### config.mk
export PLATFORM = sky130hd
export DESIGN_NAME = ipv4_receive_header_filter_flat
export DESIGN_NICKNAME = d
export VERILOG_FILES = /design/src/rtl/core/ipv4rhf_pkg.sv /design/src/rtl/core/ipv4rhf_in_if.sv /design/src/rtl/core/ipv4rhf_out_if.sv /design/src/rtl/core/ipv4rhf_cfg.sv /design/src/rtl/core/ipv4rhf_judge.sv /design/src/rtl/core/ipv4_receive_header_filter.sv /design/src/flat_wrapper.sv
export SDC_FILE = /design/constraint.sdc
export NUM_CORES = 1
export LEC_CHECK = 0
export BUFFER_PORTS_ARGS = -buffer_cell sky130_fd_sc_hd__buf_2
export CAP_MARGIN = 20
export CORE_ASPECT_RATIO = 2
export CORE_MARGIN = 1
export CORE_UTILIZATION = 45
export CTS_CLUSTER_SIZE = 40
export DETAILED_ROUTE_END_ITERATION = 7
export PLACE_DENSITY = 0.64
export RECOVER_POWER = 100
export SYNTH_ARGS = -nofsm -noshare
export SYNTH_HDL_FRONTEND = slang
export SYNTH_SLANG_ARGS = --single-unit
### constraint.sdc
create_clock -name clk -period 7.2 [get_ports clk]
set_clock_uncertainty 0.1 [all_clocks]
set_input_delay 0.72 -clock clk [delete_from_list [all_inputs] [get_ports clk]]
set_output_delay 0.72 -clock clk [all_outputs]
set_load 0.02 [all_outputs]
### src/rtl/core/ipv4rhf_pkg.sv
`default_nettype none
package ipv4rhf_pkg;

	// verdict codes carried in each result item
	typedef enum logic [2:0] {
		VERDICT_ICMP     = 3'd0,
		VERDICT_UDP      = 3'd1,
		VERDICT_TCP      = 3'd2,
		VERDICT_DROP     = 3'd3,
		VERDICT_NOT_HOST = 3'd4,
		VERDICT_REJECT   = 3'd5
	} verdict_t;

	// register indexes on the APB port (byte address is 4 * index)
	typedef enum logic [2:0] {
		REG_HOST_ADDR   = 3'd0,
		REG_HOST_MASK   = 3'd1,
		REG_HOST_CFGD   = 3'd2,
		REG_LINK_LOOP   = 3'd3,
		REG_OTHER_A     = 3'd4,
		REG_OTHER_B     = 3'd5,
		REG_OTHER_VALID = 3'd6
	} reg_idx_t;

	localparam int unsigned PADDR_W = 5;

	localparam logic [7:0]  L4_ICMP    = 8'd1;
	localparam logic [7:0]  L4_TCP     = 8'd6;
	localparam logic [7:0]  L4_UDP     = 8'd17;
	localparam logic [7:0]  NET_LOOP   = 8'd127;
	localparam logic [15:0] MIN_HDR_BYTES = 16'd20;
	localparam logic [15:0] SUM_GOOD   = 16'hFFFF;
	localparam logic [31:0] BCAST_ALL  = 32'hFFFF_FFFF;

	// interface configuration as seen by the datapath
	typedef struct packed {
		logic [31:0] host_addr;
		logic [31:0] net_mask;
		logic        host_configured;
		logic        link_is_loopback;
		logic [31:0] other_addr_a;
		logic [31:0] other_addr_b;
		logic [1:0]  other_valid;
	} cfg_t;

endpackage
`default_nettype wire

### src/rtl/core/ipv4rhf_in_if.sv
`default_nettype none
interface ipv4rhf_in_if;
	logic        valid;
	logic        ready;
	logic [31:0] header_word;
	logic        first_word;
	logic [15:0] frame_len;

	modport source (output valid, header_word, first_word, frame_len, input ready);
	modport sink (input valid, header_word, first_word, frame_len, output ready);
endinterface
`default_nettype wire

### src/rtl/core/ipv4rhf_out_if.sv
`default_nettype none
interface ipv4rhf_out_if;
	logic        valid;
	logic        ready;
	logic [2:0]  verdict;
	logic [7:0]  protocol;
	logic [5:0]  header_bytes;
	logic [15:0] datagram_len;

	modport source (output valid, verdict, protocol, header_bytes, datagram_len, input ready);
	modport sink (input valid, verdict, protocol, header_bytes, datagram_len, output ready);
endinterface
`default_nettype wire

### src/rtl/core/ipv4rhf_cfg.sv
`default_nettype none
module ipv4rhf_cfg (
	input  wire logic                        clk,
	input  wire logic                        arst_n,
	input  wire logic                        psel,
	input  wire logic                        penable,
	input  wire logic                        pwrite,
	input  wire logic [ipv4rhf_pkg::PADDR_W-1:0] paddr,
	input  wire logic [31:0]                 pwdata,
	output logic      [31:0]                 prdata,
	output logic                             pready,
	output ipv4rhf_pkg::cfg_t                cfg
);
	import ipv4rhf_pkg::*;

	cfg_t     cfg_q;
	logic     wr_en;
	reg_idx_t idx;

	assign idx    = reg_idx_t'(paddr[PADDR_W-1:2]);
	assign pready = 1'b1;
	assign wr_en  = psel && penable && pwrite;
	assign cfg    = cfg_q;

	// register writes
	always_ff @(posedge clk or negedge arst_n) begin
		if (!arst_n) begin
			cfg_q <= '0;
		end else if (wr_en) begin
			case (idx)
				REG_HOST_ADDR:   cfg_q.host_addr        <= pwdata;
				REG_HOST_MASK:   cfg_q.net_mask         <= pwdata;
				REG_HOST_CFGD:   cfg_q.host_configured  <= pwdata[0];
				REG_LINK_LOOP:   cfg_q.link_is_loopback <= pwdata[0];
				REG_OTHER_A:     cfg_q.other_addr_a     <= pwdata;
				REG_OTHER_B:     cfg_q.other_addr_b     <= pwdata;
				REG_OTHER_VALID: cfg_q.other_valid      <= pwdata[1:0];
				default:         ;
			endcase
		end
	end

	// read back
	always_comb begin
		case (idx)
			REG_HOST_ADDR:   prdata = cfg_q.host_addr;
			REG_HOST_MASK:   prdata = cfg_q.net_mask;
			REG_HOST_CFGD:   prdata = {31'd0, cfg_q.host_configured};
			REG_LINK_LOOP:   prdata = {31'd0, cfg_q.link_is_loopback};
			REG_OTHER_A:     prdata = cfg_q.other_addr_a;
			REG_OTHER_B:     prdata = cfg_q.other_addr_b;
			REG_OTHER_VALID: prdata = {30'd0, cfg_q.other_valid};
			default:         prdata = '0;
		endcase
	end
endmodule
`default_nettype wire

### src/rtl/core/ipv4rhf_judge.sv
`default_nettype none
module ipv4rhf_judge (
	input  wire ipv4rhf_pkg::cfg_t cfg,
	input  wire logic [15:0]      sum,
	input  wire logic [15:0]      dgram_len,
	input  wire logic [15:0]      frame_len,
	input  wire logic [5:0]       header_bytes,
	input  wire logic [15:0]      flags_offset,
	input  wire logic [7:0]       protocol,
	input  wire logic [31:0]      src,
	input  wire logic [31:0]      dst,
	output ipv4rhf_pkg::verdict_t verdict
);
	import ipv4rhf_pkg::*;

	logic [31:0] hm;
	logic        hm_two_bits;
	logic        dst_sbc, src_sbc;
	logic        dst_local, src_ok, src_zero, dst_bcast;

	// host part of the subnet, and whether it spans two bits or more
	assign hm          = ~cfg.net_mask;
	assign hm_two_bits = (hm & (hm - 32'd1)) != 32'd0;

	function automatic logic sub_bcast(input logic [31:0] a, input cfg_t c,
			input logic [31:0] h, input logic two);
		logic [31:0] hp;
		hp = a & h;
		return c.host_configured && (((a ^ c.host_addr) & c.net_mask) == 32'd0) && two &&
			(hp == h || hp == 32'd0);
	endfunction

	assign dst_sbc   = sub_bcast(dst, cfg, hm, hm_two_bits);
	assign src_sbc   = sub_bcast(src, cfg, hm, hm_two_bits);
	assign dst_bcast = dst == BCAST_ALL;
	assign src_zero  = src[31:24] == 8'd0;

	// weak-host destination test
	always_comb begin
		if (dst[31:24] == NET_LOOP)
			dst_local = cfg.link_is_loopback;
		else
			dst_local = (cfg.host_configured && dst == cfg.host_addr) ||
				(cfg.other_valid[0] && dst == cfg.other_addr_a) ||
				(cfg.other_valid[1] && dst == cfg.other_addr_b) ||
				dst_bcast || dst_sbc;
	end

	// source must be unicast; loopback only when the host itself is
	always_comb begin
		if (src_zero || src[31:28] == 4'hE || src[31:28] == 4'hF || src_sbc)
			src_ok = 1'b0;
		else if (src[31:24] == NET_LOOP)
			src_ok = cfg.host_addr[31:24] == NET_LOOP;
		else
			src_ok = 1'b1;
	end

	always_comb begin
		if (sum != SUM_GOOD)
			verdict = VERDICT_REJECT;
		else if (dgram_len < {10'd0, header_bytes} || dgram_len > frame_len)
			verdict = VERDICT_REJECT;
		else if (!dst_local)
			verdict = VERDICT_NOT_HOST;
		else if (!(src_zero && dst_bcast) && !src_ok)
			verdict = VERDICT_REJECT;
		else if (flags_offset[13:0] != 14'd0)
			verdict = VERDICT_DROP;
		else if (protocol == L4_ICMP)
			verdict = VERDICT_ICMP;
		else if (protocol == L4_UDP)
			verdict = VERDICT_UDP;
		else if (protocol == L4_TCP)
			verdict = VERDICT_TCP;
		else
			verdict = VERDICT_DROP;
	end
endmodule
`default_nettype wire

### src/rtl/core/ipv4_receive_header_filter.sv
// Pipeline: two registers, input and result. The header word that ends a
//   header, or a first word that fails the early checks, yields a result item.
// Throughput: one header word per cycle while the result output is not stalled;
//   the checksum fold and verdict logic sit between the input and result registers.
// Reset: arst_n clears the configuration, frame state and both valid flags.
`default_nettype none
module ipv4_receive_header_filter (
	input  wire logic                            clk,
	input  wire logic                            arst_n,
	ipv4rhf_in_if.sink                           hdr_in,
	ipv4rhf_out_if.source                        verdict_out,
	input  wire logic                            psel,
	input  wire logic                            penable,
	input  wire logic                            pwrite,
	input  wire logic [ipv4rhf_pkg::PADDR_W-1:0] paddr,
	input  wire logic [31:0]                     pwdata,
	output logic      [31:0]                     prdata,
	output logic                                 pready
);
	import ipv4rhf_pkg::*;

	cfg_t cfg;

	// input register
	logic        valid_s1;
	logic [31:0] word_s1;
	logic        first_s1;
	logic [15:0] flen_s1;

	// frame state
	logic        collecting_q;
	logic [3:0]  words_seen_q, header_words_q;
	logic [15:0] frame_len_q, tot_len_q, flags_q, sum_q;
	logic [7:0]  protocol_q;
	logic [31:0] src_q, dst_q;

	// result register
	logic        out_valid_q;
	verdict_t    verdict_q;
	logic [7:0]  protocol_out_q;
	logic [5:0]  hbytes_q;
	logic [15:0] dlen_q;

	logic        accept, advance;
	logic [3:0]  ihl, ws_inc;
	logic [5:0]  hb_first;
	logic        early_fail, last_word, res_valid;
	logic [15:0] sum_base, sum_next;
	logic [17:0] sum_raw;
	logic [16:0] sum_f1;
	logic [31:0] dst_now;
	verdict_t    judge_v;

	ipv4rhf_cfg u_cfg (
		.clk     (clk),
		.arst_n  (arst_n),
		.psel    (psel),
		.penable (penable),
		.pwrite  (pwrite),
		.paddr   (paddr),
		.pwdata  (pwdata),
		.prdata  (prdata),
		.pready  (pready),
		.cfg     (cfg)
	);

	assign advance      = valid_s1 && (!out_valid_q || verdict_out.ready);
	assign hdr_in.ready = !valid_s1 || !out_valid_q || verdict_out.ready;
	assign accept       = hdr_in.valid && hdr_in.ready;

	always_ff @(posedge clk or negedge arst_n) begin
		if (!arst_n)
			valid_s1 <= 1'b0;
		else if (accept)
			valid_s1 <= 1'b1;
		else if (advance)
			valid_s1 <= 1'b0;
	end

	always_ff @(posedge clk) begin
		if (accept) begin
			word_s1  <= hdr_in.header_word;
			first_s1 <= hdr_in.first_word;
			flen_s1  <= hdr_in.frame_len;
		end
	end

	// first-word checks
	assign ihl        = word_s1[27:24];
	assign hb_first   = {ihl, 2'b00};
	assign early_fail = flen_s1 < MIN_HDR_BYTES || word_s1[31:28] != 4'd4 ||
		ihl < 4'd5 || {10'd0, hb_first} > flen_s1;

	// ones' complement accumulate, folded back to 16 bits
	assign sum_base = first_s1 ? 16'd0 : sum_q;
	assign sum_raw  = {2'b00, sum_base} + {2'b00, word_s1[31:16]} + {2'b00, word_s1[15:0]};
	assign sum_f1   = {1'b0, sum_raw[15:0]} + {15'd0, sum_raw[17:16]};
	assign sum_next = sum_f1[15:0] + {15'd0, sum_f1[16]};

	assign ws_inc    = words_seen_q + 4'd1;
	assign last_word = !first_s1 && collecting_q && ws_inc == header_words_q;
	assign res_valid = first_s1 ? early_fail : last_word;
	assign dst_now   = (words_seen_q == 4'd4) ? word_s1 : dst_q;

	ipv4rhf_judge u_judge (
		.cfg          (cfg),
		.sum          (sum_next),
		.dgram_len    (tot_len_q),
		.frame_len    (frame_len_q),
		.header_bytes ({header_words_q, 2'b00}),
		.flags_offset (flags_q),
		.protocol     (protocol_q),
		.src          (src_q),
		.dst          (dst_now),
		.verdict      (judge_v)
	);

	// frame control state
	always_ff @(posedge clk or negedge arst_n) begin
		if (!arst_n) begin
			collecting_q   <= 1'b0;
			words_seen_q   <= '0;
			header_words_q <= '0;
		end else if (advance) begin
			if (first_s1) begin
				collecting_q <= !early_fail;
				if (!early_fail) begin
					header_words_q <= ihl;
					words_seen_q   <= 4'd1;
				end
			end else if (collecting_q) begin
				words_seen_q <= ws_inc;
				if (last_word)
					collecting_q <= 1'b0;
			end
		end
	end

	// header fields and running sum
	always_ff @(posedge clk or negedge arst_n) begin
		if (!arst_n) begin
			frame_len_q <= '0;
			tot_len_q   <= '0;
			sum_q       <= '0;
			flags_q     <= '0;
			protocol_q  <= '0;
			src_q       <= '0;
			dst_q       <= '0;
		end else if (advance) begin
			if (first_s1) begin
				if (!early_fail) begin
					frame_len_q <= flen_s1;
					tot_len_q   <= word_s1[15:0];
					sum_q       <= sum_next;
				end
			end else if (collecting_q) begin
				sum_q <= sum_next;
				case (words_seen_q)
					4'd1:    flags_q    <= word_s1[15:0];
					4'd2:    protocol_q <= word_s1[23:16];
					4'd3:    src_q      <= word_s1;
					4'd4:    dst_q      <= word_s1;
					default: ;
				endcase
			end
		end
	end

	// result register
	always_ff @(posedge clk or negedge arst_n) begin
		if (!arst_n)
			out_valid_q <= 1'b0;
		else if (advance && res_valid)
			out_valid_q <= 1'b1;
		else if (verdict_out.ready)
			out_valid_q <= 1'b0;
	end

	always_ff @(posedge clk) begin
		if (advance && res_valid) begin
			if (first_s1) begin
				verdict_q      <= VERDICT_REJECT;
				protocol_out_q <= 8'd0;
				hbytes_q       <= hb_first;
				dlen_q         <= word_s1[15:0];
			end else begin
				verdict_q      <= judge_v;
				protocol_out_q <= protocol_q;
				hbytes_q       <= {header_words_q, 2'b00};
				dlen_q         <= tot_len_q;
			end
		end
	end

	assign verdict_out.valid        = out_valid_q;
	assign verdict_out.verdict      = verdict_q;
	assign verdict_out.protocol     = protocol_out_q;
	assign verdict_out.header_bytes = hbytes_q;
	assign verdict_out.datagram_len = dlen_q;
endmodule
`default_nettype wire

### src/flat_wrapper.sv
// flat-port wrapper written by rule: the top's interface ports become plain ports
module ipv4_receive_header_filter_flat import ipv4rhf_pkg::*;
  (clk, arst_n, psel, penable, pwrite, paddr, pwdata, prdata, pready, hdr_in_valid, hdr_in_header_word, hdr_in_first_word, hdr_in_frame_len, hdr_in_ready, verdict_out_valid, verdict_out_verdict, verdict_out_protocol, verdict_out_header_bytes, verdict_out_datagram_len, verdict_out_ready);
  ipv4rhf_in_if hdr_in_i ();
  ipv4rhf_out_if verdict_out_i ();
  input  wire logic clk;
  input  wire logic arst_n;
  input  wire logic psel;
  input  wire logic penable;
  input  wire logic pwrite;
  input  wire logic [ipv4rhf_pkg::PADDR_W-1:0] paddr;
  input  wire logic [31:0] pwdata;
  output logic      [31:0] prdata;
  output logic pready;
  input wire logic [$bits(hdr_in_i.valid)-1:0] hdr_in_valid;
  input wire logic [$bits(hdr_in_i.header_word)-1:0] hdr_in_header_word;
  input wire logic [$bits(hdr_in_i.first_word)-1:0] hdr_in_first_word;
  input wire logic [$bits(hdr_in_i.frame_len)-1:0] hdr_in_frame_len;
  output wire logic [$bits(hdr_in_i.ready)-1:0] hdr_in_ready;
  output wire logic [$bits(verdict_out_i.valid)-1:0] verdict_out_valid;
  output wire logic [$bits(verdict_out_i.verdict)-1:0] verdict_out_verdict;
  output wire logic [$bits(verdict_out_i.protocol)-1:0] verdict_out_protocol;
  output wire logic [$bits(verdict_out_i.header_bytes)-1:0] verdict_out_header_bytes;
  output wire logic [$bits(verdict_out_i.datagram_len)-1:0] verdict_out_datagram_len;
  input wire logic [$bits(verdict_out_i.ready)-1:0] verdict_out_ready;
  assign hdr_in_i.valid = hdr_in_valid;
  assign hdr_in_i.header_word = hdr_in_header_word;
  assign hdr_in_i.first_word = hdr_in_first_word;
  assign hdr_in_i.frame_len = hdr_in_frame_len;
  assign hdr_in_ready = hdr_in_i.ready;
  assign verdict_out_valid = verdict_out_i.valid;
  assign verdict_out_verdict = verdict_out_i.verdict;
  assign verdict_out_protocol = verdict_out_i.protocol;
  assign verdict_out_header_bytes = verdict_out_i.header_bytes;
  assign verdict_out_datagram_len = verdict_out_i.datagram_len;
  assign verdict_out_i.ready = verdict_out_ready;
  ipv4_receive_header_filter u_core (.clk(clk), .arst_n(arst_n), .hdr_in(hdr_in_i), .verdict_out(verdict_out_i), .psel(psel), .penable(penable), .pwrite(pwrite), .paddr(paddr), .pwdata(pwdata), .prdata(prdata), .pready(pready));
endmodule
Word-level counts from Yosys, hierarchy flattened
Cells that the tools add are included.
{"block": "totals", "inputBits": 93, "word_cells": 171, "register_bits": 359}
{"block": "classes", "bitwise": 11, "reduce_logical": 66, "addsub": 6, "mux": 28, "eq_ne": 28, "n_lt_le_gt_ge": 5}
{"cell": "case mux 32 bit (7 select lines)", "n": 1}
{"cell": "bitwise AND 32 bit", "n": 5}
{"cell": "equality test 32 bit", "n": 5}
{"cell": "zero test 32 bit", "n": 4}
{"cell": "two-way mux 16 bit", "n": 5}
{"cell": "XOR 32 bit", "n": 2}
{"cell": "equality test 32 bit, second input constant", "n": 1}
{"cell": "two-way mux 32 bit", "n": 1}
{"cell": "NOT 32 bit", "n": 1}
{"cell": "nonzero test 32 bit", "n": 1}
{"cell": "subtractor 32 x 1 -> 32 bit, second input constant", "n": 1}
{"cell": "equality test 8 x 7 -> 1 bit, second input constant", "n": 3}
{"cell": "adder 17 x 16 -> 18 bit", "n": 1}
{"cell": "logical AND 1 bit", "n": 18}
{"cell": "adder 16 x 16 -> 17 bit", "n": 1}
{"cell": "adder 16 x 2 -> 17 bit", "n": 1}
{"cell": "adder 16 x 1 -> 16 bit", "n": 1}
{"cell": "> comparator 16 bit", "n": 1}
{"cell": "> comparator 6 x 16 -> 1 bit", "n": 1}
{"cell": "logical OR 1 bit", "n": 16}
{"cell": "less-than comparator 16 x 5 -> 1 bit, second input constant", "n": 1}
{"cell": "less-than comparator 16 x 6 -> 1 bit", "n": 1}
{"cell": "inequality test 16 bit, second input constant", "n": 1}
{"cell": "two-way mux 1 bit", "n": 14}
{"cell": "other kinds (29)", "n": 57}

Longest topological paths before layout
{"block": "depth", "depth_word": 12, "ltp_mapped": 32, "mapped_depth_nobuf": 30}

Cells and area by module
Synthesis repeated with hierarchy kept, for this count alone.
{"block": "hier_totals", "cells_unflattened": 1777, "hier_area_um2": 21194.1}
{"mod": "ipv4_receive_header_filter", "instances": 1, "cells_each": 818, "area_each_um2": 11043.1}
{"mod": "ipv4rhf_cfg", "instances": 1, "cells_each": 379, "area_each_um2": 6114.6}
{"mod": "ipv4rhf_judge", "instances": 1, "cells_each": 580, "area_each_um2": 4036.4}

Least setup slack after synthesis
OpenSTA, ideal clock, no wires.
{"block": "synth_timing", "path_kind": "register to register", "from": "reg u_core.first_s1", "to": "reg u_core.verdict_q[0] (netlist: u_core.verdict_out.verdict[0]) (data pin)", "period_less_slack_ps": 6886, "setup_slack_ps": 314, "path_buffers": 2, "arrival_ps": 6513, "path_stages_with_launch": 32, "path_cell_list": "edfxtp_1 clkbuf_1 clkbuf_1 nor2b_1 fa_1 ha_1 a211oi_4 o31ai_4 o211ai_1 nor2b_1 o21ai_0 a21oi_1 o21bai_1 a21oi_1 xnor2_1 ha_1 fa_1 o2111ai_1 nor4_1 nand3_1 nor4_1 and4b_1 ha_1 ha_1 and2_1 nand4_1 nor3_1 o21ai_0 xnor2_1 nor4_1 and4_1 nand4_1"}
{"block": "synth_via", "elab_chain_len": 7}
{"item": "from (decl)", "line": "ipv4_receive_header_filter.sv:27", "text": "logic first_s1;"}
{"item": "from (signal assigned)", "line": "ipv4_receive_header_filter.sv:83", "text": "first_s1 <= hdr_in.first_word;"}
{"item": "two-way mux 16 bit", "line": "ipv4_receive_header_filter.sv:95", "text": "assign sum_base = first_s1 ? 16'd0 : sum_q;"}
{"item": "adder 16 x 16 -> 17 bit", "line": "ipv4_receive_header_filter.sv:96", "text": "assign sum_raw = {2'b00, sum_base} + {2'b00, word_s1[31:16]} + {2'b00, word_s1[15:0]};"}
{"item": "adder 17 x 16 -> 18 bit", "line": "ipv4_receive_header_filter.sv:96"}
{"item": "adder 16 x 2 -> 17 bit", "line": "ipv4_receive_header_filter.sv:97", "text": "assign sum_f1 = {1'b0, sum_raw[15:0]} + {15'd0, sum_raw[17:16]};"}
{"item": "adder 16 x 1 -> 16 bit", "line": "ipv4_receive_header_filter.sv:98", "text": "assign sum_next = sum_f1[15:0] + {15'd0, sum_f1[16]};"}
{"item": "inequality test 16 bit", "line": "ipv4rhf_judge.sv:60", "text": "if (sum != SUM_GOOD)"}
{"item": "OR reduction 3 bit (no line) (*)"}
{"item": "to (signal assigned)", "line": "ipv4_receive_header_filter.sv:187", "text": "verdict_q <= judge_v;"}
{"item": "to (decl)", "line": "ipv4_receive_header_filter.sv:39", "text": "verdict_t verdict_q;"}
Mark *: on every way between the ends. The rest lies on a longest branch, timed or not.
A chain may end at the register's enable or synchronous reset.

Worst setup path in the final report
Ends and elaborated chain as after synthesis.

==> report_table.html <==
<table>
<tr><th>Metric</th><th>Value</th></tr>
<tr><th colspan="2">Layout</th></tr>
<tr><td>Count of nets after finishing</td><td>2373</td></tr>
<tr><td>Most frequent standard cell in the layout excluding fill and tap cells</td><td>dfrtp_1</td></tr>
<tr><td>Proportion of layout cells with a drive suffix above 1</td><td>25.9%</td></tr>
<tr><td>P&amp;R area growth vs syn</td><td>15.7%</td></tr>
<tr><td>Layout filler cell count</td><td>4177</td></tr>
<tr><td>Final Cell Area</td><td>24400 µm²</td></tr>
<tr><td>Commonest cells after routing, fill and taps aside</td><td>277 x dfrtp_1, 200 x nand2_1, 196 x mux2_2</td></tr>
<tr><th colspan="2">Global routing</th></tr>
<tr><td>Number of antenna violations at the first check in global routing</td><td>17</td></tr>
<tr><td>Global-route wire length before repair</td><td>145000 µm</td></tr>
<tr><td>Overflow left after global routing</td><td>0</td></tr>
<tr><td>Via count of the first global-routing pass</td><td>18887</td></tr>
<tr><td>GR Util All Layers</td><td>44.9%</td></tr>
<tr><td>Pin count of the biggest net entering global routing</td><td>162</td></tr>
<tr><th colspan="2">Setup path</th></tr>
<tr><td>Setup Crit Path Kind</td><td>register to register</td></tr>
<tr><td>Arrival time of the worst setup path</td><td>7.15 ns</td></tr>
<tr><td>Critical path launch point type</td><td>register</td></tr>
<tr><td>Max Fanout on Critical Path</td><td>9</td></tr>
<tr><td>Longest individual stage delay on the worst path</td><td>0.48 ns</td></tr>
<tr><td>Cell family contributing the most delay on the critical path</td><td>compound AO/OA/AOI/OAI gates</td></tr>
<tr><td>Type of destination of the critical path</td><td>register</td></tr>
<tr><td>Endpoint required time on the critical path</td><td>7.37 ns</td></tr>
<tr><td>Number of buffer and inverter instances along the worst setup path</td><td>4</td></tr>
<tr><td>Critical path's slowest cell</td><td>fa_1</td></tr>
<tr><th colspan="2">Placement</th></tr>
<tr><td>Weighted congestion at the end of routability-driven global placement</td><td>1.10</td></tr>
<tr><td>Dpl cell area</td><td>23000 µm²</td></tr>
<tr><td>Detailed placement HPWL</td><td>78000 µm</td></tr>
<tr><td>Count of input and output buffers</td><td>155</td></tr>
<tr><th colspan="2">CTS</th></tr>
<tr><td>Clock slew at reported path FFs</td><td>0.06 ns</td></tr>
<tr><td>Clock tree from TritonCTS</td><td>built</td></tr>
<tr><td>Hold buffer count at CTS</td><td>0</td></tr>
<tr><td>Master cell of the clock root buffer</td><td>clkbuf_16</td></tr>
<tr><td>Clock tree buffer depth</td><td>3</td></tr>
<tr><td>Number of clock sinks seen by CTS</td><td>357</td></tr>
<tr><td>H-tree depth reported by CTS</td><td>2</td></tr>
<tr><td>Number of buffers created by CTS</td><td>36</td></tr>
<tr><td>Clock latency reported for the late side of the worst-skew pair</td><td>0.55 ns</td></tr>
<tr><th colspan="2">Routing</th></tr>
<tr><td>Count of routing violations after the opening detailed-route iteration</td><td>2035</td></tr>
<tr><td>Total Routed Length</td><td>105000 µm</td></tr>
<tr><td>Via density per instance</td><td>6.54</td></tr>
<tr><td>Drt pass-1 iters</td><td>6</td></tr>
<tr><td>Number of nets with antenna violations after routing</td><td>0</td></tr>
<tr><td>Total vias in the final route</td><td>18776</td></tr>
<tr><td>Total DRC errors in the routed layout</td><td>0</td></tr>
<tr><td>Wirelength per Cell</td><td>36.5 µm</td></tr>
<tr><th colspan="2">Floorplanning</th></tr>
<tr><td>Ports</td><td>161</td></tr>
<tr><td>Placeable core region</td><td>46000 µm²</td></tr>
<tr><td>Horizontal die dimension</td><td>155 µm</td></tr>
<tr><td>Initial core utilization</td><td>45.8%</td></tr>
<tr><td>Site row count</td><td>111</td></tr>
<tr><td>Floorplan die height</td><td>308 µm</td></tr>
<tr><td>Die outline area</td><td>47700 µm²</td></tr>
<tr><th colspan="2">Synth</th></tr>
<tr><td>Post-synth cell types</td><td>91</td></tr>
<tr><td>Average instance area after synthesis</td><td>10.4 µm²</td></tr>
<tr><td>Top cells by area, synth</td><td>dfrtp_1 33%, edfxtp_1 11%, mux2_2 10%</td></tr>
<tr><td>Count of synthesis-stage warnings from yosys</td><td>0</td></tr>
<tr><td>Portion of the post-synthesis area used by sequential elements</td><td>44.3%</td></tr>
<tr><td>Synth top area share</td><td>32.9%</td></tr>
<tr><td>Cell type contributing the most total cell area after synthesis</td><td>dfrtp_1</td></tr>
<tr><td>Count of mapped cells out of synthesis</td><td>2025</td></tr>
<tr><td>Post-synth design cell area</td><td>21100 µm²</td></tr>
<tr><td>Seq cells post-synth</td><td>357</td></tr>
<tr><td>Async SR Flop Fraction</td><td>77.6%</td></tr>
<tr><td>Leading register cell type out of synthesis</td><td>dfrtp_1</td></tr>
<tr><td>Number of enable-type register cells in the synthesized netlist</td><td>80</td></tr>
<tr><th colspan="2">STA</th></tr>
<tr><td>Number of max-slew violations in the final report</td><td>118</td></tr>
<tr><td>Number of endpoints failing setup at the final stage</td><td>0</td></tr>
<tr><td>Worst Max-Slew Pin Slew</td><td>5.61 ns</td></tr>
<tr><td>Portion of the clock cycle consumed by the worst path in the final layout</td><td>96.9%</td></tr>
<tr><td>Final hold viol count</td><td>0</td></tr>
<tr><td>Unrepaired setup endpoints after global routing</td><td>yes</td></tr>
<tr><td>Fin Setup TNS</td><td>0 ns</td></tr>
<tr><td>F_max</td><td>143 MHz</td></tr>
<tr><td>Rel. slew slack</td><td>-274%</td></tr>
<tr><td>Post-route worst hold slack</td><td>0.245 ns</td></tr>
<tr><td>Final min period</td><td>6.98 ns</td></tr>
<tr><th colspan="2">Min path</th></tr>
<tr><td>Classification of the worst-slack hold path</td><td>input pin to register</td></tr>
<tr><th colspan="2">Pwr</th></tr>
<tr><td>Clock power share</td><td>22.2%</td></tr>
<tr><td>Sequential share of power</td><td>35.3%</td></tr>
<tr><td>Internal power component</td><td>4.89 mW</td></tr>
<tr><td>Comb power frac</td><td>42.4%</td></tr>
<tr><td>Power per unit of standard cell area</td><td>357 nW/µm²</td></tr>
<tr><td>Maximum VDD drop</td><td>260 µV</td></tr>
<tr><td>Switching share of total power</td><td>43.9%</td></tr>
<tr><td>Total net switching power</td><td>3.82 mW</td></tr>
<tr><td>Static leakage power</td><td>10.5 nW</td></tr>
<tr><th colspan="2">Job</th></tr>
<tr><td>Number of max-cap violations</td><td>1</td></tr>
<tr><th colspan="2">Status</th></tr>
<tr><td>Violations in the final reports</td><td>max-capacitance violations, max-slew violations</td></tr>
<tr><td>Result of the run</td><td>finished, violations left</td></tr>
</table>
-- what timing repair did --
action / 4_1_cts / 5_1_grt
setup buffers: 0 / 9
resized for setup: 1 / 27
endpoints found under the setup margin: 1 / 9
pin swaps: 0 / 23
-- cells by family after synthesis --
kind of cell    share of synthesized area [%]
simple gates                             12.4
buf+inv                                  4.53
mux                                      12.4
xor+xnor                                 7.23
flops                                    44.3
compound gates                           14.6
fa+ha+maj                                4.59
other cells                            0.0357
-- power by group through the flow --
stage               Sequential [mW]  Clock, mW  Combinational, mW
global placement               3.05          0               3.38
floorplan                      2.72          0               2.18
CTS                            3.02       1.95               3.44
detailed placement             3.06          0               3.42
finish                         3.08       1.94               3.70
global route                   3.07       2.02               3.88
-- sequential cells by signal, summed over array words and instances (netlist names) --
| register | cells |
|---|---|
| u_core.collecting_q | 1 |
| u_core.dst_q | 32 |
| u_core.first_s1 | 1 |
| u_core.flags_q | 14 |
| u_core.flen_s1 | 16 |
| u_core.frame_len_q | 16 |
| u_core.header_words_q | 4 |
| u_core.protocol_q | 8 |
| u_core.src_q | 32 |
| u_core.sum_q | 16 |
| u_core.tot_len_q | 16 |
| u_core.u_cfg.cfg | 132 |
| u_core.valid_s1 | 1 |
| u_core.verdict_out.datagram_len | 16 |
| u_core.verdict_out.header_bytes | 4 |
| u_core.verdict_out.protocol | 8 |
| u_core.verdict_out.valid | 1 |
| u_core.verdict_out.verdict | 3 |
| u_core.word_s1 | 32 |
| u_core.words_seen_q | 4 |
-- Yosys cell counts, types with 14 or more instances --
cell,n
a22oi_1,20
nor2b_1,39
a21o_1,14
nor4_1,40
o21ai_0,152
a221o_1,34
a221oi_1,18
edfxtp_1,80
nor3_1,26
a21oi_1,46
xnor2_1,72
nand3_1,36
nand4_1,36
xor2_1,100
ha_1,46
nand2_1,200
dfrtp_1,277
nor2_1,54
inv_1,116
fa_1,18
mux2i_1,18
o22ai_1,48
mux2_2,196
clkbuf_1,94
-- metrics by stage --
| stage | power (mW) | util, % | cells | worst slack [ns] |
|---|---|---|---|---|
| 2_1_floorplan | 4.89 | - | 2026 | 0.314 |
| 3_3_place_gp | 6.43 | 49.9 | 2786 | 0.134 |
| 3_5_place_dp | 6.49 | 50.0 | 2788 | 0.00914 |
| 4_1_cts | 8.42 | 52.5 | 2853 | 0.0977 |
| 5_1_grt | 8.96 | 53.0 | 2869 | -0.0925 |
| 6_report | 8.71 | 53.0 | 2873 | 0.221 |
-- final cells by class --
class	count	area, µm²	area share (%)
Clock buffer	49	1000	4.11
Inverter	118	443	1.82
Tap cell	621	777	3.19
Multi-Input combinational cell	1431	11000	45.0
Clock inverter	16	160	0.657
Sequential cell	357	9330	38.3
Antenna cell	9	22.5	0.0924
Timing Repair Buffer	272	1670	6.85
-- layer usage --
layer	GRT usage [%]	up-vias	share of wire [%]
met5	0	-	0.082
met2	74.1	1092	48
met1	43.4	9374	32
li1	-	7777	-
met4	48.8	14	13
met3	11.6	519	7.4
-- final timing paths --
| check | end | slack [ns] | startpoint | cells after the start |
|---|---|---|---|---|
| worst max-delay path | u_core.verdict_out.verdict[0] | 0.22 | u_core.first_s1 | 30 |
| worst min-delay path | u_core.flen_s1[5] | 0.24 | hdr_in_frame_len[5] | 1 |
| worst max register to register | u_core.verdict_out.verdict[0] | 0.22 | u_core.first_s1 | 30 |
| worst min register to register | u_core.sum_q[12] | 0.36 | u_core.sum_q[12] | 2 |
| max in group asynchronous | u_core.u_cfg.cfg[129] | 1.59 | arst_n | 1 |
| min in group asynchronous | u_core.sum_q[5] | 2.26 | arst_n | 1 |
No activity file was read; power rests on OpenSTA's default activity.
